[src/hw/rtl/adsr_env_pkg.sv]
// ----------------------------------------------------------------------------
// ADSR attenuation envelope package
// Shared types, codes and widths for the envelope generator and its checker.
// ----------------------------------------------------------------------------
package adsr_env_pkg;

	localparam int LevelW = 4;
	localparam int RateW  = 8;
	localparam int PhaseW = 3;
	localparam int OpW    = 2;
	localparam int CfgIdxW = 3;
	localparam int CfgDataW = 8;

	localparam logic [LevelW-1:0] LevelSilent = 4'd15;

	typedef enum logic [PhaseW-1:0] {
		PH_IDLE    = 3'd0,
		PH_ATTACK  = 3'd1,
		PH_DECAY   = 3'd2,
		PH_SUSTAIN = 3'd3,
		PH_RELEASE = 3'd4
	} phase_t;

	typedef enum logic [OpW-1:0] {
		OP_TICK     = 2'd0,
		OP_NOTE_ON  = 2'd1,
		OP_NOTE_OFF = 2'd2
	} op_t;

	typedef enum logic [CfgIdxW-1:0] {
		REG_ATTACK_RATE   = 3'd0,
		REG_DECAY_RATE    = 3'd1,
		REG_SUSTAIN_LEVEL = 3'd2,
		REG_SUSTAIN_RATE  = 3'd3,
		REG_RELEASE_RATE  = 3'd4,
		REG_DEFAULT_ATTN  = 3'd5
	} cfg_reg_t;

endpackage

[src/hw/rtl/adsr_attenuation_envelope.sv]
// ----------------------------------------------------------------------------
// ADSR attenuation envelope
// One-voice attack/decay/sustain/release envelope in 4-bit attenuation units.
// ----------------------------------------------------------------------------
// The block takes one event per clock cycle when not stalled (tick frame, note
// on, note off) and returns one result per event: the level, whether the voice
// sounds, and the phase after that event. The event is held in an input
// register, the envelope update runs as one short combinational pass, and the
// result lands in an output register once that register is empty or drains.
// While a result waits to be taken the input register can still take one more
// event; with that register full too the input stalls until the result is
// taken, so the sustained rate is one event per cycle with the downstream side
// ready. Configuration writes are always accepted and take effect on the next
// event; they are meant to be issued while no event is in flight.
module adsr_attenuation_envelope (
	input  logic                                clk,
	input  logic                                arst_n,
	// s_tdata: [3:0] note_attn, [7:4] zero
	input  logic                                s_tvalid,
	output logic                                s_tready,
	input  logic [7:0]                          s_tdata,
	// s_tuser: [1:0] op, [2] use_default
	input  logic [2:0]                          s_tuser,
	// m_tdata: [3:0] level, [4] voice_active, [7:5] phase
	output logic                                m_tvalid,
	input  logic                                m_tready,
	output logic [7:0]                          m_tdata,
	input  logic                                cfg_valid,
	output logic                                cfg_ready,
	input  logic [adsr_env_pkg::CfgIdxW-1:0]    cfg_index,
	input  logic [adsr_env_pkg::CfgDataW-1:0]   cfg_data
);

	// Configuration registers
	logic [adsr_env_pkg::RateW-1:0]  attack_rate_q;
	logic [adsr_env_pkg::RateW-1:0]  decay_rate_q;
	logic [adsr_env_pkg::LevelW-1:0] sustain_level_q;
	logic [adsr_env_pkg::RateW-1:0]  sustain_rate_q;
	logic [adsr_env_pkg::RateW-1:0]  release_rate_q;
	logic [adsr_env_pkg::LevelW-1:0] default_attn_q;

	// Envelope state
	logic                            running_q, running_d;
	adsr_env_pkg::phase_t            phase_q, phase_d;
	logic [adsr_env_pkg::RateW-1:0]  count_q, count_d;
	logic [adsr_env_pkg::LevelW-1:0] level_q, level_d;
	logic [adsr_env_pkg::LevelW-1:0] base_q, base_d;

	// Input stage
	logic                            valid_s1;
	adsr_env_pkg::op_t               op_s1;
	logic [adsr_env_pkg::LevelW-1:0] note_attn_s1;
	logic                            use_default_s1;
	logic                            fire_s1;

	// Result register
	logic                            out_valid_q;
	logic [7:0]                      out_data_q;
	logic [7:0]                      out_data_d;

	logic [adsr_env_pkg::LevelW-1:0] sus;
	logic [adsr_env_pkg::LevelW-1:0] step_lvl;

	assign cfg_ready = 1'b1;

	always_ff @(posedge clk or negedge arst_n) begin
		if (!arst_n) begin
			attack_rate_q   <= '0;
			decay_rate_q    <= '0;
			sustain_level_q <= '0;
			sustain_rate_q  <= '0;
			release_rate_q  <= '0;
			default_attn_q  <= '0;
		end else if (cfg_valid) begin
			unique case (cfg_index)
				adsr_env_pkg::REG_ATTACK_RATE:   attack_rate_q   <= cfg_data;
				adsr_env_pkg::REG_DECAY_RATE:    decay_rate_q    <= cfg_data;
				adsr_env_pkg::REG_SUSTAIN_LEVEL:
					sustain_level_q <= cfg_data[adsr_env_pkg::LevelW-1:0];
				adsr_env_pkg::REG_SUSTAIN_RATE:  sustain_rate_q  <= cfg_data;
				adsr_env_pkg::REG_RELEASE_RATE:  release_rate_q  <= cfg_data;
				adsr_env_pkg::REG_DEFAULT_ATTN:
					default_attn_q  <= cfg_data[adsr_env_pkg::LevelW-1:0];
				default: ;
			endcase
		end
	end

	// The input stage moves on when the result register is empty or drains now.
	assign fire_s1  = valid_s1 && (!out_valid_q || m_tready);
	assign s_tready = !valid_s1 || fire_s1;

	always_ff @(posedge clk or negedge arst_n) begin
		if (!arst_n) begin
			valid_s1 <= 1'b0;
		end else if (s_tready) begin
			valid_s1 <= s_tvalid;
		end
	end

	always_ff @(posedge clk) begin
		if (s_tvalid && s_tready) begin
			op_s1          <= adsr_env_pkg::op_t'(s_tuser[1:0]);
			use_default_s1 <= s_tuser[2];
			note_attn_s1   <= s_tdata[adsr_env_pkg::LevelW-1:0];
		end
	end

	assign sus = (sustain_level_q > base_q) ? sustain_level_q : base_q;

	// Next envelope state for the event in the input stage.
	always_comb begin
		running_d = running_q;
		phase_d   = phase_q;
		count_d   = count_q;
		level_d   = level_q;
		base_d    = base_q;
		step_lvl  = level_q;
		case (op_s1)
			adsr_env_pkg::OP_NOTE_ON: begin
				running_d = 1'b1;
				base_d    = use_default_s1 ? default_attn_q : note_attn_s1;
				level_d   = adsr_env_pkg::LevelSilent;
				phase_d   = adsr_env_pkg::PH_ATTACK;
				count_d   = attack_rate_q;
			end
			adsr_env_pkg::OP_NOTE_OFF: begin
				if (release_rate_q != '0 && running_q) begin
					phase_d = adsr_env_pkg::PH_RELEASE;
					count_d = release_rate_q;
				end else begin
					phase_d   = adsr_env_pkg::PH_IDLE;
					running_d = 1'b0;
				end
			end
			adsr_env_pkg::OP_TICK: begin
				if (running_q) begin
					unique case (phase_q)
						adsr_env_pkg::PH_ATTACK: begin
							step_lvl = (level_q > base_q) ? level_q - 4'd1 : level_q;
							if (attack_rate_q == '0 ||
							    (count_q == '0 && step_lvl <= base_q)) begin
								level_d = base_q;
								phase_d = adsr_env_pkg::PH_DECAY;
								count_d = decay_rate_q;
							end else if (count_q == '0) begin
								level_d = step_lvl;
								count_d = attack_rate_q;
							end else begin
								count_d = count_q - 8'd1;
							end
						end
						adsr_env_pkg::PH_DECAY: begin
							step_lvl = (level_q < sus) ? level_q + 4'd1 : level_q;
							if (decay_rate_q == '0 || sus <= base_q ||
							    (count_q == '0 && step_lvl >= sus)) begin
								level_d = sus;
								phase_d = adsr_env_pkg::PH_SUSTAIN;
								count_d = sustain_rate_q;
							end else if (count_q == '0) begin
								level_d = step_lvl;
								count_d = decay_rate_q;
							end else begin
								count_d = count_q - 8'd1;
							end
						end
						adsr_env_pkg::PH_SUSTAIN,
						adsr_env_pkg::PH_RELEASE: begin
							// Sustain fade-out and release share the step toward silence.
							step_lvl = (level_q < adsr_env_pkg::LevelSilent) ?
							           level_q + 4'd1 : level_q;
							if (phase_q == adsr_env_pkg::PH_RELEASE &&
							    release_rate_q == '0) begin
								level_d   = adsr_env_pkg::LevelSilent;
								phase_d   = adsr_env_pkg::PH_IDLE;
								running_d = 1'b0;
							end else if (phase_q == adsr_env_pkg::PH_SUSTAIN &&
							             sustain_rate_q == '0) begin
								// A zero sustain rate holds the level.
							end else if (count_q == '0) begin
								level_d = step_lvl;
								if (step_lvl >= adsr_env_pkg::LevelSilent) begin
									phase_d   = adsr_env_pkg::PH_IDLE;
									running_d = 1'b0;
								end else begin
									count_d = (phase_q == adsr_env_pkg::PH_RELEASE) ?
									          release_rate_q : sustain_rate_q;
								end
							end else begin
								count_d = count_q - 8'd1;
							end
						end
						default: ;
					endcase
				end
			end
			default: ;
		endcase
	end

	// Result packet built from the updated state.
	always_comb begin
		out_data_d = {phase_d, running_d, level_d};
	end

	always_ff @(posedge clk or negedge arst_n) begin
		if (!arst_n) begin
			running_q <= 1'b0;
			phase_q   <= adsr_env_pkg::PH_IDLE;
			count_q   <= '0;
			level_q   <= adsr_env_pkg::LevelSilent;
			base_q    <= '0;
		end else if (fire_s1) begin
			running_q <= running_d;
			phase_q   <= phase_d;
			count_q   <= count_d;
			level_q   <= level_d;
			base_q    <= base_d;
		end
	end

	always_ff @(posedge clk or negedge arst_n) begin
		if (!arst_n) begin
			out_valid_q <= 1'b0;
		end else if (fire_s1) begin
			out_valid_q <= 1'b1;
		end else if (m_tready) begin
			out_valid_q <= 1'b0;
		end
	end

	always_ff @(posedge clk) begin
		if (fire_s1) begin
			out_data_q <= out_data_d;
		end
	end

	assign m_tvalid = out_valid_q;
	assign m_tdata  = out_data_q;

endmodule

[config.mk]
export PLATFORM = sky130hd
export DESIGN_NAME = adsr_attenuation_envelope
export DESIGN_NICKNAME = d
export VERILOG_FILES = /design/src/hw/rtl/adsr_env_pkg.sv /design/src/hw/rtl/adsr_attenuation_envelope.sv
export SDC_FILE = /design/constraint.sdc
export NUM_CORES = 1
export LEC_CHECK = 0
export BUFFER_PORTS_ARGS = -buffer_cell sky130_fd_sc_hd__buf_2
export CAP_MARGIN = 25
export CORE_MARGIN = 2
export CORE_UTILIZATION = 33
export DETAILED_ROUTE_END_ITERATION = 16
export GPL_ROUTABILITY_DRIVEN = 0
export GPL_TIMING_DRIVEN = 0
export MAX_ROUTING_LAYER = met4
export SLEW_MARGIN = 40
export SYNTH_ARGS = -nofsm -noshare
export SYNTH_HDL_FRONTEND = slang
export SYNTH_SLANG_ARGS = --single-unit
[constraint.sdc]
create_clock -name clk -period 9.77 [get_ports clk]
set_input_delay 0 -clock clk [delete_from_list [all_inputs] [get_ports clk]]
set_output_delay 0 -clock clk [all_outputs]
set_load 0.05 [all_outputs]
; Yosys cells after proc, flatten, opt, wreduce, memory -nomap -nowiden
; Index checks and enable logic that the tools add are counted.
[op_classes]
n_eq_ne = 17
muxes = 48
n_addsub = 3
reduce_logical = 33
order_cmp = 8
[ops]
columns = operator, count
row1 = 2-to-1 mux 8 bit, 11
row2 = 2-to-1 mux 4 bit, 13
row3 = case mux 8 bit (3 select lines), 2
row4 = zero test 8 bit, 5
row5 = 2-to-1 mux 3 bit, 8
row6 = case mux 3 bit (3 select lines), 2
row7 = AND reduction 2 bit, 7
row8 = == test 3 x 2 -> 1 bit (second input constant), 4
row9 = case mux 4 bit (3 select lines), 1
row10 = == test 3 bit (second input constant), 3
row11 = 2-to-1 mux 1 bit, 9
row12 = > comparator 4 bit, 2
row13 = <= comparator 4 bit, 2
row14 = case mux 4 bit (2 select lines), 1
row15 = AND reduction 8 bit, 1
row16 = nonzero test 8 bit, 1
row17 = subtractor 8 x 1 -> 8 bit (second input constant), 1
row18 = logical AND 1 bit, 7
row19 = == test 3 x 1 -> 1 bit (second input constant), 2
row20 = inequality test 3 bit (second input constant), 2
row21 = logical OR 1 bit, 5
row22 = adder 4 x 1 -> 4 bit (second input constant), 1
row23 = greater-or-equal comparator 4 bit, 1
row24 = greater-or-equal comparator 4 bit (second input constant), 1
row25 = 15 further kinds, 17
[totals]
out_inout_bits = 11
regBits = 77
inputBits = 27

; Logic depth before layout (Yosys ltp)
[depth]
word_depth = 11
ltp_mapped = 26

; Worst setup path before layout
; Ideal clock, no wire load.
[synth_path]
kind = reg-to-reg
start = register base_q[1] (netlist name)
end = register out_data_q[5], in the netlist m_tdata[5], data pin
required_time_ns = 9.499
setup_time_ns = 0.271
t_arrival_ns = 4.988
slack_ns = 4.511
path_buffers = 0
stages_incl_launch_ff = 24
path_cell_list = dfrtp_1 > inv_1 > ha_1 > nor2b_1 > o211ai_2 > a21oi_4 > o21ai_0 > inv_1 > ha_1 > inv_1 > a2111oi_0 > o21ba_2 > o21bai_1 > or2_2 > mux2_2 > ha_1 > a21o_1 > nand3_1 > nor3b_1 > mux2_4 > a211oi_4 > nand2_2 > a221oi_2 > a211oi_2
[synth_between]
elab_chain_len = 11
elab_cells_between_ends = 19
[synth_rtl]
columns = item, line_no
row1 = start: declaration, adsr_attenuation_envelope.sv:47  ; logic [adsr_env_pkg::LevelW-1:0] base_q, base_d;
row2 = start signal: assignment, adsr_attenuation_envelope.sv:218  ; base_q <= base_d;
row3 = > comparator 4 bit, adsr_attenuation_envelope.sv:109  ; assign sus = (sustain_level_q > base_q) ? sustain_level_q : base_q;
row4 = 2-to-1 mux 4 bit, adsr_attenuation_envelope.sv:109
row5 = less-than comparator 4 bit, adsr_attenuation_envelope.sv:154  ; step_lvl = (level_q < sus) ? level_q + 4'd1 : level_q;
row6 = 2-to-1 mux 4 bit, adsr_attenuation_envelope.sv:154
row7 = greater-or-equal comparator 4 bit, adsr_attenuation_envelope.sv:156  ; (count_q == '0 && step_lvl >= sus)) begin
row8 = logical AND 1 bit, adsr_attenuation_envelope.sv:156
row9 = logical OR 1 bit, adsr_attenuation_envelope.sv:155  ; if (decay_rate_q == '0 || sus <= base_q ||
row10 = 2-to-1 mux 3 bit, adsr_attenuation_envelope.sv:155
row11 = case mux 3 bit (3 select lines) (*), adsr_attenuation_envelope.sv:138  ; unique case (phase_q)
row12 = 2-to-1 mux 3 bit (*), adsr_attenuation_envelope.sv:137  ; if (running_q) begin
row13 = case mux 3 bit (3 select lines) (*), adsr_attenuation_envelope.sv:119  ; case (op_s1)
row14 = named net phase_d[0], adsr_attenuation_envelope.sv:44  ; adsr_env_pkg::phase_t phase_q, phase_d;
row15 = end signal: assignment, adsr_attenuation_envelope.sv:234  ; out_data_q <= out_data_d;
row16 = end: declaration, adsr_attenuation_envelope.sv:58  ; logic [7:0] out_data_q;
; The timed path passes the listed nets; every way through them passes the cells marked *.
; A chain may end at the register's enable or synchronous reset.

; Worst setup path in the final report
; Ends and elaborated chain as after synthesis.

==> results.json <==
{
  "rows": 46,
  "final_nets": 694,
  "timing.setup.tns_ns": 0,
  "cts_buffers": 9,
  "power.density_nw_per_um2": 298.9,
  "wl_per_cell_um": 18.44,
  "yosys.cell_count.top_type": "dfrtp_1",
  "synthToLayoutAreaGrowth_pct": 16.81,
  "async_flop_share": 0.8052,
  "ant_nets": 0,
  "cp_max_fo": 9,
  "post-route-period-util": 0.6631,
  "io_buffers": 31,
  "ir_worst_vdd_v": 0.0001427,
  "slowest_stage": "o21ai_0",
  "synth_area_leader_cell": "dfrtp_1",
  "critPathKind": "flip-flop to flip-flop",
  "num_io_pins": 38,
  "cp-end-kind": "flip-flop",
  "clkTransAtPathRegs_ns": 0.06,
  "synth_cell_types": 81,
  "worstSetupEndpoint": "m_tdata[5]",
  "period_needed_ns": 6.478,
  "grt_pass1_vias": 5000,
  "crit_chain": "inv_1 -> ha_1 -> nor2b_1 -> o211ai_2 -> a21oi_4 -> o21ai_0 -> inv_1 -> ha_1 -> inv_1 -> a2111oi_0 -> o21ba_2 -> o21bai_1 -> or2_2 -> mux2_2 -> ha_1 -> a21o_1 -> nand3_1 -> nor3b_1 -> mux2_4 -> a211oi_4 -> nand2_2 -> a221oi_2 -> a211oi_2",
  "fin_skew_ns": 0.007847,
  "yosysSeqAreaShare": 0.3684,
  "antenna_found_initial": 0,
  "grt-ovfl-total": 0,
  "hold_start": "cfg_data[3]",
  "rr_worst_depth": 23,
  "vias": 4971,
  "cts_tree": "built",
  "drc": 0,
  "cpPeakStageDelay_ns": 0.47,
  "crit_start": "base_q[1]",
  "p_leak_uw": 0.002552,
  "drt_first_iter_violations": 663,
  "synth_area_um2": 5448,
  "cts_sinks": 77,
  "fmax_ghz": 0.1544,
  "postCtsSetupRepairBufs": 0,
  "slew_viol_final": 0,
  "synth_nets": 633,
  "cts-root-buf": "clkbuf_16",
  "grt_pass1_wl_mm": 26.13,
  "status": "finished clean",
  "synth_top_area_share": 0.2664,
  "coreArea_um2": 16000,
  "clock_path_buffers": 2,
  "htree_levels": 3,
  "multi_input_area_um2": 3246,
  "grt_start_max_net_pins": 63,
  "hold_class": "input pin to flip-flop",
  "r2r_start": "base_q[1]",
  "yosysWarnings": 0,
  "cts_resized": 0,
  "yosys-top-cells-count": "dfrtp_1, nor2_1, nand2_1, mux2_2, o21ai_0",
  "rsz0062_at_grt": "false",
  "synthFlopType": "dfrtp_1",
  "register_area_um2": 2007,
  "die_area_um2": 17550,
  "synth_cells": 583,
  "start_util": 0.3405,
  "syn_area_per_cell_um2": 9.344,
  "setup_viol": 0,
  "die_w_um": 132.5,
  "avgViaCountPerCell": 5.747,
  "final_hold_viol_count": 0,
  "relSlewSlack": 0.5383,
  "grt_usage": 0.1914,
  "drv_cap": 0,
  "die-height_um": 132.5,
  "drt-total-wl_mm": 15.95,
  "fillCellCount": 1609,
  "arrival_ns": 6.54,
  "crit_required_ns": 9.83,
  "r2r-end": "m_tdata[5]",
  "critPathLaunchType": "flip-flop",
  "final_util": 0.3977,
  "r2r_slack_ns": 3.29,
  "hpwl_mm": 11.80,
  "synth-edff-count": 15,
  "worst_pin_slew_ns": 0.6888,
  "drive_gt1_frac": 0.2049,
  "clock_latency_ns": 0.34,
  "n_antenna_cell": 0,
  "first_pass_iters": 6,
  "yosys-top-cells-area": "dfrtp_1, mux2_2, edfxtp_1",
  "ys_ff_latch": 77
}
## power by group
group          switching (µW)  internal [µW]  leakage, µW  total (µW)
Sequential               91.1            418     0.000883         509
Clock                     133            180     0.000137         313
Combinational             669            412      0.00153        1080
## final cells by class
cell class | instances | area share
Buffer | 32 | 0.02359
Clock buffer | 11 | 0.03814
Clock inverter | 5 | 0.005309
Inverter | 18 | 0.01062
Multi-Input combinational cell | 456 | 0.5100
Sequential cell | 77 | 0.3154
Tap cell | 216 | 0.04247
Timing Repair Buffer | 50 | 0.05446
## cells in the final DEF (no fill, tap or decap), drive strengths merged, types with 4 or more instances in the layout
cell         instances
inv                 21
xor2                 5
o21bai               4
a22oi                7
nand2               48
a31oi               23
nand2b              10
edfxtp              15
o211ai               7
clkbuf              31
and4                 4
o21ai               43
o21a                 4
nor2                49
mux2                45
a21oi               33
a211oi              14
nor4                13
ha                  23
dlygate4sd3         18
nor2b                9
or3                  5
nand3               14
xnor2               11
dfrtp               58
o31ai                5
nor3                12
a21o                 4
dfstp                4
buf                 44
mux2i               14
## flip-flops by register name (all words and copies together), names as in the netlist, 4 cells and up
name             flops
m_tdata              8
default_attn_q       4
release_rate_q       8
sustain_rate_q       8
note_attn_s1         4
sustain_level_q      4
base_q               4
level_q              4
count_q              8
attack_rate_q        8
decay_rate_q         8
## per-layer routing
layer | share of wire | global-route usage | wire length, µm | vias to the layer above
li1 | - | - | - | 2306
met1 | 0.44 | 0.2507 | 7006 | 2402
met2 | 0.46 | 0.3054 | 7346 | 239
met3 | 0.085 | 0.03333 | 1362 | 24
met4 | 0.015 | 0.05436 | 233 | 0
met5 | 0 | - | 0 | -
## worst max-delay path: cells and delay by family, from the launching register on
kind	cells	cell delay [ns]
AO/OA/AOI/OAI	10	2.83
adder cells (fa/ha/maj)	3	0.90
AND/OR/NAND/NOR	5	0.90
multiplexers	2	0.64
buffers and inverters	3	0.47
flip-flops	1	0.43
## stage by stage
step	cell area, µm²	total power [µW]	hold slack (ns)	setup WS [ns]	std cells
final	6364	1902	0.03061	3.292	865
after global routing	6364	2042	0.04045	3.030	865
after CTS	6360	1889	0.01018	3.356	865
after detailed placement	5903	1560	0.1505	3.390	831
after global placement	5873	1529	0.1762	3.561	830
after floorplan	5448	1289	-0.2956	4.511	583
## cell families (layout without fill, tap and decap cells)
family | Yosys count | after routing | synth area share
xor+xnor | 16 | 16 | 0.02572
compound gates | 166 | 166 | 0.2102
fa+ha+maj | 24 | 24 | 0.05466
buf+inv | 50 | 116 | 0.03996
mux | 59 | 59 | 0.1201
simple gates | 190 | 190 | 0.1803
flops | 77 | 77 | 0.3684
other cells | 1 | 1 | 0.0006884
## timing repair
item	in CTS	in global routing
setup endpoints to repair	0	0
hold endpoints to repair	93	0
hold buffers	18	0
## worst min-delay path by stage
stage	end	slack [ns]	cells after the start
2_1_floorplan	attack_rate_q[0]	-0.30	0
3_3_place_gp	note_attn_s1[2]	0.18	1
3_5_place_dp	phase_q[1]	0.15	1
4_1_cts	default_attn_q[3]	0.01	2
5_1_grt	default_attn_q[3]	0.04	2
6_report	decay_rate_q[3]	0.03	2
(Power assumes the default switching activity.)
